[config.mk]
export PLATFORM = sky130hd
export DESIGN_NAME = lfps_error
export DESIGN_NICKNAME = d
export VERILOG_FILES = /design/src/design/lfps_pkg.sv /design/src/design/lfps_error.sv
export SDC_FILE = /design/constraint.sdc
export NUM_CORES = 1
export LEC_CHECK = 0
export BUFFER_PORTS_ARGS = -buffer_cell sky130_fd_sc_hd__buf_2
export CAP_MARGIN = 25
export CORE_MARGIN = 3
export CORE_UTILIZATION = 54
export DETAILED_ROUTE_END_ITERATION = 8
export PLACE_DENSITY = 0.75
export SYNTH_ARGS = -nofsm -noshare
export SYNTH_HDL_FRONTEND = slang
export SYNTH_SLANG_ARGS = --single-unit
export TNS_END_PERCENT = 10
[constraint.sdc]
create_clock -name clk -period 6.39 [get_ports clk]
set_clock_uncertainty 0.2 [all_clocks]
set_input_delay 0.639 -clock clk [delete_from_list [all_inputs] [get_ports clk]]
set_output_delay 0.639 -clock clk [all_outputs]
set_load 0.03 [all_outputs]
[src/design/lfps_pkg.sv]
// Shared types and constants for the line-follow PID steering block.
`timescale 1ns / 1ps

package lfps_pkg;

  // Configuration register field widths
  localparam int TARGET_W = 10;
  localparam int GAIN_W   = 26;
  localparam int LIMIT_W  = 7;
  localparam int BASE_W   = 8;

  // Accumulator and result widths
  localparam int SUM_W   = 32;
  localparam int POWER_W = 9;

  // Configuration port
  localparam int CFG_IDX_W  = 3;
  localparam int CFG_DATA_W = 32;

  localparam logic [CFG_IDX_W-1:0] CFG_TARGET_LEVEL = 3'd0;
  localparam logic [CFG_IDX_W-1:0] CFG_KP_GAIN      = 3'd1;
  localparam logic [CFG_IDX_W-1:0] CFG_KI_GAIN      = 3'd2;
  localparam logic [CFG_IDX_W-1:0] CFG_KD_GAIN      = 3'd3;
  localparam logic [CFG_IDX_W-1:0] CFG_PID_LIMIT    = 3'd4;
  localparam logic [CFG_IDX_W-1:0] CFG_CRUISE_POWER = 3'd5;
  localparam logic [CFG_IDX_W-1:0] CFG_EDGE_SIGN    = 3'd6;

  // Reset values
  localparam logic [TARGET_W-1:0]      RST_TARGET_LEVEL = 10'd85;
  localparam logic [GAIN_W-1:0]        RST_KP_GAIN      = 26'd1107296;
  localparam logic [GAIN_W-1:0]        RST_KI_GAIN      = 26'd101;
  localparam logic [GAIN_W-1:0]        RST_KD_GAIN      = 26'd5033165;
  localparam logic [LIMIT_W-1:0]       RST_PID_LIMIT    = 7'd40;
  localparam logic signed [BASE_W-1:0] RST_CRUISE_POWER = 8'sd0;
  localparam logic                     RST_EDGE_SIGN    = 1'b0;

  typedef struct packed {
    logic [TARGET_W-1:0]      target_level;
    logic [GAIN_W-1:0]        kp_gain;
    logic [GAIN_W-1:0]        ki_gain;
    logic [GAIN_W-1:0]        kd_gain;
    logic [LIMIT_W-1:0]       pid_limit;
    logic signed [BASE_W-1:0] cruise_power;
    logic                     edge_sign;
  } cfg_t;

endpackage

[src/design/lfps_error.sv]
// Input register, error formation and saturating trapezoidal accumulator.
`timescale 1ns / 1ps

module lfps_error #(
  parameter int SAMPLE_BITS = 10,
  parameter int ERR_W       = 11
) (
  input  logic                          clk,
  input  logic                          rst,
  input  logic                          load_in,
  input  logic                          in_valid,
  input  logic [SAMPLE_BITS-1:0]        green_sample,
  input  logic                          adv,
  input  logic [lfps_pkg::TARGET_W-1:0] target_level,
  output logic                          sample_valid,
  output logic                          err_valid,
  output logic signed [ERR_W-1:0]       err,
  output logic signed [ERR_W:0]         delta,
  output logic signed [lfps_pkg::SUM_W-1:0] pair_sum
);

  localparam int PS_W = lfps_pkg::SUM_W + 2;

  logic [SAMPLE_BITS-1:0]            sample;
  logic signed [ERR_W-1:0]           previous_error;
  logic signed [lfps_pkg::SUM_W-1:0] error_pair_sum;

  logic signed [ERR_W-1:0]           err_next;
  logic signed [ERR_W:0]             delta_next;
  logic signed [PS_W-1:0]            pair_wide;
  logic signed [lfps_pkg::SUM_W-1:0] sum_next;

  always_comb begin
    err_next   = $signed(ERR_W'(target_level)) - $signed(ERR_W'(sample));
    delta_next = (ERR_W+1)'(err_next) - (ERR_W+1)'(previous_error);
    pair_wide  = PS_W'(error_pair_sum) + PS_W'(err_next) + PS_W'(previous_error);
    // saturate when the top bits disagree
    if (pair_wide[PS_W-1:lfps_pkg::SUM_W-1] == '0 ||
        pair_wide[PS_W-1:lfps_pkg::SUM_W-1] == '1) begin
      sum_next = pair_wide[lfps_pkg::SUM_W-1:0];
    end else if (pair_wide[PS_W-1]) begin
      sum_next = {1'b1, {(lfps_pkg::SUM_W-1){1'b0}}};
    end else begin
      sum_next = {1'b0, {(lfps_pkg::SUM_W-1){1'b1}}};
    end
  end

  always_ff @(posedge clk) begin
    if (rst) begin
      sample_valid   <= 1'b0;
      err_valid      <= 1'b0;
      previous_error <= '0;
      error_pair_sum <= '0;
    end else begin
      if (load_in) begin
        sample_valid <= in_valid;
      end
      if (adv) begin
        err_valid <= sample_valid;
        if (sample_valid) begin
          previous_error <= err_next;
          error_pair_sum <= sum_next;
        end
      end
    end
  end

  always_ff @(posedge clk) begin
    if (load_in && in_valid) begin
      sample <= green_sample;
    end
    if (adv && sample_valid) begin
      err      <= err_next;
      delta    <= delta_next;
      pair_sum <= sum_next;
    end
  end

endmodule

==> metrics.cfg <==
[synthesis]
synth-seq-cells = 110
synthDominantCellAreaShare = 0.2724
avgSynthCellArea_um2 = 9.923
synth_cell_type_count = 61
mappedNetlistArea_mm2 = 0.007164
syn_inst = 722
synth_fp_nets = 835
synth_edf_count = 65
yosys-top-cells-area = edfxtp_1 (27%), dfxtp_1 (13%), fa_1 (9.8%)
synth_top_flop_cell = edfxtp_1
async_flop_share = 0
synth_warnings = 0
ys_seq_area_frac = 0.3982
synth_top_area_cell = edfxtp_1

[timing]
finalCritPeriodShare = 0.9081
setup_ws_ns = 0.5870
finalCriticalPeriod_ns = 5.803
setup_viol = 0
drv_slew = 0
timing.fmax_mhz = 172.3
rsz0062_at_grt = no
hold_viol = 0
tightest_slew_ns = 0.9366
max_slew_margin = 0.3718
tns_ns = 0

[power_and_ir_drop]
comb_power_share = 0.426
p_seq_frac = 0.343
powerDensity_mw_per_mm2 = 310.0
internal_power_uw = 1573
total_power_uw = 2535
p_sw_uw = 961.5
irDropWorstVdd_v = 0.0001684
p_clk_frac = 0.232
swShare = 0.3793
cellLeakagePower_uw = 0.003603

[setup_path]
reg2reg_from = sample[0]
r2r_setup_slack_ns = 0.61
cp-start-kind = input pin
r2r-end = error_pair_sum[26]
worst-endpoint-arrival_ns = 5.89
ff2ff_path_depth = 24
critical_path_class = input pin to flip-flop
critPathCaptureType = flip-flop
crit_fanout = 15
required_ns = 6.47

[detailed_routing]
via_per_inst = 5.627
drt-initial-drc-count = 326
num_vias = 5576
first_pass_iters = 6
ant_nets = 0
drc = 0
drt-wirelength-per-cell_um = 16.98
totalWireLength_um = 16830

[finish]
n_antenna_cell = 0
nFillCells = 1047
instances_no_fill = 991
final_layout_size_suffix_gt1_frac = 0.1893
multi_input_area_mm2 = 0.003902
final-seq-area_mm2 = 0.002854
fin_nets = 927
area_delta_synth_final_pct = 14.11

[die]
die_area_mm2 = 0.01469
initial_core_util = 0.5609
die_h_um = 121.2
io_pins = 82
fp-row-count = 41
chipWidth_um = 121.2
core_area_mm2 = 0.01277

[clocking]
numCtsBuffers = 9
cts_tree = done
post-cts-setup-buffer-count = 0
insertion_delay_ns = 0.36
cts_max_level = 3
clock-sinks = 110
cts-root-buf = clkbuf_16
path_clk_slew_ns = 0.07
cts_max_path_buffers = 2

[placement]
dpl.hpwl_um = 12400
placement.io_buffers = 81
gp_congestion = 0.9431
place_ws_ns = 0.07282
placedCellCount = 975

[min_path]
min_to = sample[1]
whs_path_depth = 1
hold_start = green_sample[1]
hp-class = input pin to flip-flop

[grt]
antenna_found_initial = 0
grt_max_degree = 50
grt_pass1_vias = 5611
overflow = 0
grt_pass1_wl_um = 27720
gr-usage-all-layers = 0.2383

[job]
maxCapViolCount = 0

[run_status]
status = complete, no violations

[placed cells by master (no fill, tap or decap), types with 10 or more instances in the layout]
master / Yosys / final
nor2_1: 43 / 43
o21ai_0: 47 / 46
buf_4: 1 / 26
edfxtp_1: 65 / 65
ha_1: 53 / 52
xnor2_1: 22 / 22
xor2_1: 16 / 16
nand2_1: 86 / 86
inv_1: 68 / 68
and2_1: 13 / 13
buf_2: 9 / 81
fa_1: 35 / 35
nand4_1: 10 / 10
a21oi_1: 43 / 42
dfxtp_1: 45 / 44
a21oi_2: 21 / 22
a21o_1: 15 / 15
[metal layers]
layer  track usage  share of wire  vias up  routed length, um
li1              -              -     2716                  -
met1        0.3378           0.48     2716               8032
met2        0.3678           0.46      119               7688
met3       0.03963          0.042       25                707
met4       0.09244          0.024        0                399
met5             0              0        -                  0
[Yosys cell counts (all sizes together), types with 15 or more instances]
cell and instances:
o21ai 49, ha 53, inv 68, fa 35
edfxtp 65, a21o 15, nor2 43, dfxtp 45
xnor2 22, buf 16, a21oi 64, xor2 16
nand2 86
[how the worst max path moves through the flow]
stage | slack, ns | cells past startpoint | from | to
CTS | 0.42 | 24 | sample[0] | error_pair_sum[25]
finish | 0.59 | 26 | target_level[0] | error_pair_sum[26]
detailed placement | 0.07 | 26 | target_level[0] | error_pair_sum[25]
global route | 0.03 | 26 | target_level[0] | error_pair_sum[26]
global placement | 0.21 | 26 | target_level[0] | pair_sum[1]
floorplan | 0.1 | 24 | target_level[0] | error_pair_sum[3]
[registers in the layout, indices dropped and copies added (netlist names)]
| name | flops |
|---|---|
| pair_sum | 32 |
| sample_valid | 1 |
| delta | 12 |
| sample | 10 |
| err | 11 |
| previous_error | 11 |
| error_pair_sum | 32 |
| err_valid | 1 |
[cells by family after synthesis]
family                     count (synthesis)  share of synthesized area
muxes                                      1                   0.001572
xor gates and xnor gates                  38                    0.04645
adders and majority gates                 88                     0.1904
DFF                                      110                     0.3982
buffers and inverters                     98                    0.05990
AOI/OAI and AO/OA                        193                     0.1809
and+or+nand+nor                          194                     0.1226
[timing repair]
item                                    CTS  global route
endpoints found under the setup margin    0            57
hold buffers                              0             0
gates resized for setup                   0             6
[power by group through the flow]
stage / Sequential, uW / Clock (uW) / Combinational (uW)
after floorplan: 928 / 0 / 737
after global routing: 873 / 624 / 1210
final: 868 / 588 / 1080
after CTS: 869 / 599 / 1070
after detailed placement: 885 / 0 / 1050
after global placement: 884 / 0 / 1040
[metrics by stage]
step	util	hold WS, ns	area (um^2)
floorplan	-	0.2363	7168
global placement	0.6152	0.2413	7859
detailed placement	0.6152	0.2606	7859
CTS	0.6388	0.2370	8159
global route	0.6400	0.2378	8175
finish	0.6400	0.2501	8175
[area by class of cell]
class	instances	share of cell area
repair buffers	109	0.07836
well taps	172	0.02632
flip-flops and latches	110	0.3491
multi-input cells	514	0.4773
clock inverters	4	0.006581
clock buffers	12	0.03015
inverters	70	0.03214
[critical path: stages]
cell      delay, ns
buf_2          0.09
inv_1          0.05
ha_1           0.18
fa_1           0.22
nor2b_1        0.05
o21ai_0        0.22
a21boi_1       0.13
o21ai_1        0.19
a21boi_1       0.11
o21ai_0        0.15
nand2b_1       0.10
a21o_1         0.21
a21oi_2        0.17
buf_4          0.30
fa_1           0.47
ha_1           0.42
a21oi_2        0.22
nand2_1        0.08
a221o_1        0.41
a221oi_2       0.24
a21boi_2       0.20
xnor2_1        0.19
a21o_1         0.23
buf_4          0.21
nand2_1        0.19
o21ai_0        0.20
Power figures use the tool's default switching activity.
