### src/design/lfps_pkg.sv
// Shared types and constants for the line-follow PID steering block.
`timescale 1ns / 1ps

package lfps_pkg;

  // Configuration register field widths
  localparam int TARGET_W = 10;
  localparam int GAIN_W   = 26;
  localparam int LIMIT_W  = 7;
  localparam int BASE_W   = 8;

  // Accumulator and result widths
  localparam int SUM_W   = 32;
  localparam int POWER_W = 9;

  // Configuration port
  localparam int CFG_IDX_W  = 3;
  localparam int CFG_DATA_W = 32;

  localparam logic [CFG_IDX_W-1:0] CFG_TARGET_LEVEL = 3'd0;
  localparam logic [CFG_IDX_W-1:0] CFG_KP_GAIN      = 3'd1;
  localparam logic [CFG_IDX_W-1:0] CFG_KI_GAIN      = 3'd2;
  localparam logic [CFG_IDX_W-1:0] CFG_KD_GAIN      = 3'd3;
  localparam logic [CFG_IDX_W-1:0] CFG_PID_LIMIT    = 3'd4;
  localparam logic [CFG_IDX_W-1:0] CFG_CRUISE_POWER = 3'd5;
  localparam logic [CFG_IDX_W-1:0] CFG_EDGE_SIGN    = 3'd6;

  // Reset values
  localparam logic [TARGET_W-1:0]      RST_TARGET_LEVEL = 10'd85;
  localparam logic [GAIN_W-1:0]        RST_KP_GAIN      = 26'd1107296;
  localparam logic [GAIN_W-1:0]        RST_KI_GAIN      = 26'd101;
  localparam logic [GAIN_W-1:0]        RST_KD_GAIN      = 26'd5033165;
  localparam logic [LIMIT_W-1:0]       RST_PID_LIMIT    = 7'd40;
  localparam logic signed [BASE_W-1:0] RST_CRUISE_POWER = 8'sd0;
  localparam logic                     RST_EDGE_SIGN    = 1'b0;

  typedef struct packed {
    logic [TARGET_W-1:0]      target_level;
    logic [GAIN_W-1:0]        kp_gain;
    logic [GAIN_W-1:0]        ki_gain;
    logic [GAIN_W-1:0]        kd_gain;
    logic [LIMIT_W-1:0]       pid_limit;
    logic signed [BASE_W-1:0] cruise_power;
    logic                     edge_sign;
  } cfg_t;

endpackage

### src/design/lfps_mix.sv
// Result stage: sum the terms, clamp, steer and truncate to motor powers.
`timescale 1ns / 1ps

module lfps_mix #(
  parameter int ERR_W          = 11,
  parameter int GAIN_FRAC_BITS = 24
) (
  input  logic                              clk,
  input  logic                              rst,
  input  logic                              adv,
  input  logic                              prod_valid,
  input  logic signed [lfps_pkg::GAIN_W+ERR_W:0]          prod_kp,
  input  logic signed [lfps_pkg::GAIN_W+lfps_pkg::SUM_W:0] prod_ki,
  input  logic signed [lfps_pkg::GAIN_W+ERR_W+1:0]        prod_kd,
  input  lfps_pkg::cfg_t                    cfg,
  output logic                              out_valid,
  output logic signed [lfps_pkg::POWER_W-1:0] left_power,
  output logic signed [lfps_pkg::POWER_W-1:0] right_power
);

  localparam int PKI_W = lfps_pkg::GAIN_W + lfps_pkg::SUM_W + 1;
  localparam int PKD_W = lfps_pkg::GAIN_W + ERR_W + 2;
  localparam int WIDE_W = (PKI_W > PKD_W) ? PKI_W : PKD_W;
  localparam int ACC_W = (WIDE_W > GAIN_FRAC_BITS + 10) ? WIDE_W + 2 : GAIN_FRAC_BITS + 12;

  logic signed [ACC_W-1:0] pid_raw;
  logic signed [ACC_W-1:0] lim;
  logic signed [ACC_W-1:0] pid;
  logic signed [ACC_W-1:0] steer;
  logic signed [ACC_W-1:0] base_q;
  logic signed [ACC_W-1:0] left_q;
  logic signed [ACC_W-1:0] right_q;
  logic signed [ACC_W-1:0] left_int;
  logic signed [ACC_W-1:0] right_int;

  always_comb begin
    pid_raw = ACC_W'(prod_kp) + ACC_W'(prod_ki) + ACC_W'(prod_kd);
    lim     = $signed(ACC_W'(cfg.pid_limit)) <<< GAIN_FRAC_BITS;
    if (pid_raw > lim) begin
      pid = lim;
    end else if (pid_raw < -lim) begin
      pid = -lim;
    end else begin
      pid = pid_raw;
    end
    steer   = cfg.edge_sign ? -pid : pid;
    base_q  = ACC_W'(cfg.cruise_power) <<< GAIN_FRAC_BITS;
    left_q  = base_q + steer;
    right_q = base_q - steer;
    // round negative values with a fraction up, giving truncation toward zero
    left_int  = (left_q >>> GAIN_FRAC_BITS) +
                ACC_W'(left_q[ACC_W-1] && (left_q[GAIN_FRAC_BITS-1:0] != '0));
    right_int = (right_q >>> GAIN_FRAC_BITS) +
                ACC_W'(right_q[ACC_W-1] && (right_q[GAIN_FRAC_BITS-1:0] != '0));
  end

  always_ff @(posedge clk) begin
    if (rst) begin
      out_valid <= 1'b0;
    end else if (adv) begin
      out_valid <= prod_valid;
    end
  end

  always_ff @(posedge clk) begin
    if (adv && prod_valid) begin
      left_power  <= left_int[lfps_pkg::POWER_W-1:0];
      right_power <= right_int[lfps_pkg::POWER_W-1:0];
    end
  end

endmodule

### config.mk
export PLATFORM = sky130hd
export DESIGN_NAME = lfps_mix
export DESIGN_NICKNAME = d
export VERILOG_FILES = /design/src/design/lfps_pkg.sv /design/src/design/lfps_mix.sv
export SDC_FILE = /design/constraint.sdc
export NUM_CORES = 1
export LEC_CHECK = 0
export BUFFER_PORTS_ARGS = -buffer_cell sky130_fd_sc_hd__buf_2
export CAP_MARGIN = 20
export CORE_ASPECT_RATIO = 0.6
export CORE_MARGIN = 3
export CORE_UTILIZATION = 50
export CTS_BUF_LIST = sky130_fd_sc_hd__clkbuf_4
export DETAILED_ROUTE_END_ITERATION = 7
export MAX_ROUTING_LAYER = met4
export PLACE_DENSITY = 0.74
export SYNTH_ARGS = -nofsm -noshare
export SYNTH_HDL_FRONTEND = slang
export SYNTH_SLANG_ARGS = --single-unit
### constraint.sdc
create_clock -name clk -period 26.1 [get_ports clk]
set_input_delay 1.305 -clock clk [delete_from_list [all_inputs] [get_ports clk]]
set_output_delay 1.305 -clock clk [all_outputs]
set_load 0.03 [all_outputs]
==> reports/metrics.cfg <==
[status]
outcome=completed

[place]
gp_congestion=0.985
io_buffers=174
dp_hpwl_mm=32.8
post-place-ws_ns=11.63
place_area_um2=13500
placedCellCount=2102

[routing]
firstDrtPassIters=6
drt_iter0_drc=1455
finalWirelength_mm=38.1
dr_total_vias=13100
wire_per_inst_um=18.1
drc_errors=0
antenna_left=0
vias_per_cell=6.21

[finish]
final_cell_mix=189 x ha_1, 179 x nor2_1, 174 x buf_2
area_delta_synth_final_pct=8.57
post-route-util_pct=55.5
drive_above_1_share_pct=13.7
multiInputGateArea_um2=11200
fill_cells=2395
final_common_cell=ha_1
instances_no_fill=2106
final_area_um2=13500
final_nets=2279
diodes=0
seqCellArea_um2=561

[setup_path]
slowest_stage=buf_2
regToRegSetupSlack_ns=25.51
arrival_ns=14.56
cp-start-kind=input pin
reg2regPathDepth=2
cp.required_ns=26.16
max_stage_delay_ns=0.62
reg2reg_to=out_valid$_SDFFE_PP0P_
end_kind=flop
critPathMaxFanout=41
startpoint=prod_kp[37]
cp_common_cell=o21ai_0
crit_end=left_power[8]$_DFFE_PP_
timing.rr.start=out_valid$_SDFFE_PP0P_
critPathKind=input pin to flop

[pwr]
p_leak_nw=6.06
p_seq_share_pct=6.0
power_mw=1.07
internal-power_mw=0.426
peakVddDrop_v=0.0000435
pwr-share-clk_pct=1.4
powerDensity_nw_per_um2=79.0
p_comb_share_pct=92.6
switchingPower_mw=0.640
netSwitchingFraction_pct=60.1

[clock_tree]
hold_buffers=0
max-clock-path-buffers=2
cts-htree-levels=1
cts_tree=yes
cts_made_buffers=3
clkTransAtPathRegs_ns=0.11
clkLatencyLatePin_ns=0.30
cts-resized-gates=0
post_cts_buffers=0
root_buffer=clkbuf_4
cts_num_sinks=19

[logic_synthesis]
synth-main-ff-cell=edfxtp_1
ys_warn_count=0
ys_ff_latch=19
avgSynthCellArea_um2=7.48
synth.yosys.seq_area_share_pct=4.51
syn_inst=1663
synth_area_um2=12400
async_flop_share_pct=0
synth_edf_count=18
ys_types=105
synth_fp_nets=2157

[flow_run]
maxCapViolations=0

[global_routing]
grtUsageTotal_pct=28.6
antenna_found_initial=0
grt_max_degree=67
grt_pass1_vias=12300
overflow=0
grt_pass1_wl_mm=62.8

[floorplan]
dieArea_um2=26900
die_y_um=128
core.rowCount=44
die_w_um=210
boundaryPins=263
core-area_um2=24300
start_util_pct=51.1

[sta]
finalSetupTns_ns=0
whs_ns=0.512
rsz0062_at_grt=no
fmax_ghz=0.0690
finalCritPeriodShare_pct=55.5
setup_viol=0
slew_viol_final=0
finClkSkew_ns=0
maxSlewHeadroom_pct=24.3
finalHoldViolations=0
tightest_slew_ns=1.13
postLayoutSetupSlackWorst_ns=11.60
fin_crit_ns=14.50

[worst_hold_path]
holdCritPathClass=flop to flop
min_path_cells=2

## cell families after synthesis
logic type	count (synthesis)	synth area share [%]
XOR/XNOR	125	8.98
flip-flops	19	4.51
AND/OR/NAND/NOR	562	22.6
multiplexers	10	0.815
adder cells (fa/ha/maj)	250	28.8
buffers and inverters	169	5.60
AO/OA/AOI/OAI	528	28.7
## area by class of cell
type	count	area share [%]
flip-flops and latches	19	4.15
repair buffers	178	6.67
well taps	322	2.98
clock inverters	1	0.0371
multi-input cells	1475	83.0
inverters	108	3.00
clock buffers	3	0.167
## cell usage after synthesis (6+ instances only)
cell type  instances  area share, %
nor3_1            41            1.7
fa_1              61            9.8
o22ai_1            7           0.35
nand4_1           40            2.0
and2_1            14           0.70
nand2b_1          17           0.86
nand3_1           31            1.2
o21ai_1           15           0.60
edfxtp_1          18            4.3
o31a_1             7           0.49
inv_1            107            3.2
o31ai_1           13           0.78
and3_1            19           0.96
and4_1             7           0.49
a211oi_1          16           0.97
a211o_1            8           0.56
nor2b_1           19           0.96
nor4_1            14           0.70
a21oi_2            6           0.42
xnor2_1           76            5.4
a21boi_0           8           0.48
mux2i_1            9           0.72
ha_1             189             19
o211ai_1          19            1.1
nand2_1          123            3.7
nor2_1           179            5.4
a221oi_1           6           0.42
a31o_2             7           0.49
o21a_1            31            1.9
a21o_1            43            2.6
xor2_1            47            3.3
o21bai_1          14           0.85
nor4b_1            8           0.56
or3_1             15           0.75
clkbuf_1          27           0.82
buf_2             24           0.97
o21ai_0          102            4.1
a31oi_1           21            1.1
a21oi_1          136            5.5
o2111ai_1          6           0.42
## worst min path at each step
stage | start | end | slack (ns)
finish | out_valid$_SDFFE_PP0P_ | out_valid$_SDFFE_PP0P_ | 0.51
global placement | out_valid$_SDFFE_PP0P_ | out_valid$_SDFFE_PP0P_ | 0.46
global route | out_valid$_SDFFE_PP0P_ | out_valid$_SDFFE_PP0P_ | 0.56
CTS | out_valid$_SDFFE_PP0P_ | out_valid$_SDFFE_PP0P_ | 0.52
detailed placement | out_valid$_SDFFE_PP0P_ | out_valid$_SDFFE_PP0P_ | 0.50
floorplan | out_valid$_SDFFE_PP0P_ | out_valid$_SDFFE_PP0P_ | 0.63
## layer usage
layer | up-vias | share of wire (%) | wire length (µm) | GRT usage [%]
met2 | 565 | 41 | 15500 | 41.7
met3 | 29 | 11 | 4070 | 4.45
li1 | 6349 | - | - | -
met1 | 6145 | 48 | 18300 | 42.7
met4 | 0 | 0.87 | 333 | 3.34
met5 | - | 0 | 0 | -
## critical path, delay by kind of cell
| family | cells | cell delay [ns] |
|---|---|---|
| adder cells (fa/ha/maj) | 7 | 2.35 |
| multiplexers | 1 | 0.39 |
| XOR/XNOR | 3 | 0.58 |
| AO/OA/AOI/OAI | 30 | 6.89 |
| buffers and inverters | 3 | 1.12 |
| AND/OR/NAND/NOR | 12 | 1.90 |
## registers in the layout, indices dropped and copies added, names as in the netlist
register	flops
left_power	9
out_valid	1
right_power	9
## power groups by stage
stage	sequential (mW)	combinational, mW	clock (mW)
floorplan	0.0921	0.696	0
global placement	0.0643	0.940	0
detailed placement	0.0654	0.962	0
CTS	0.0646	0.969	0.0152
global route	0.0654	1.09	0.0166
finish	0.0643	0.987	0.0147
(Power assumes the default switching activity.)
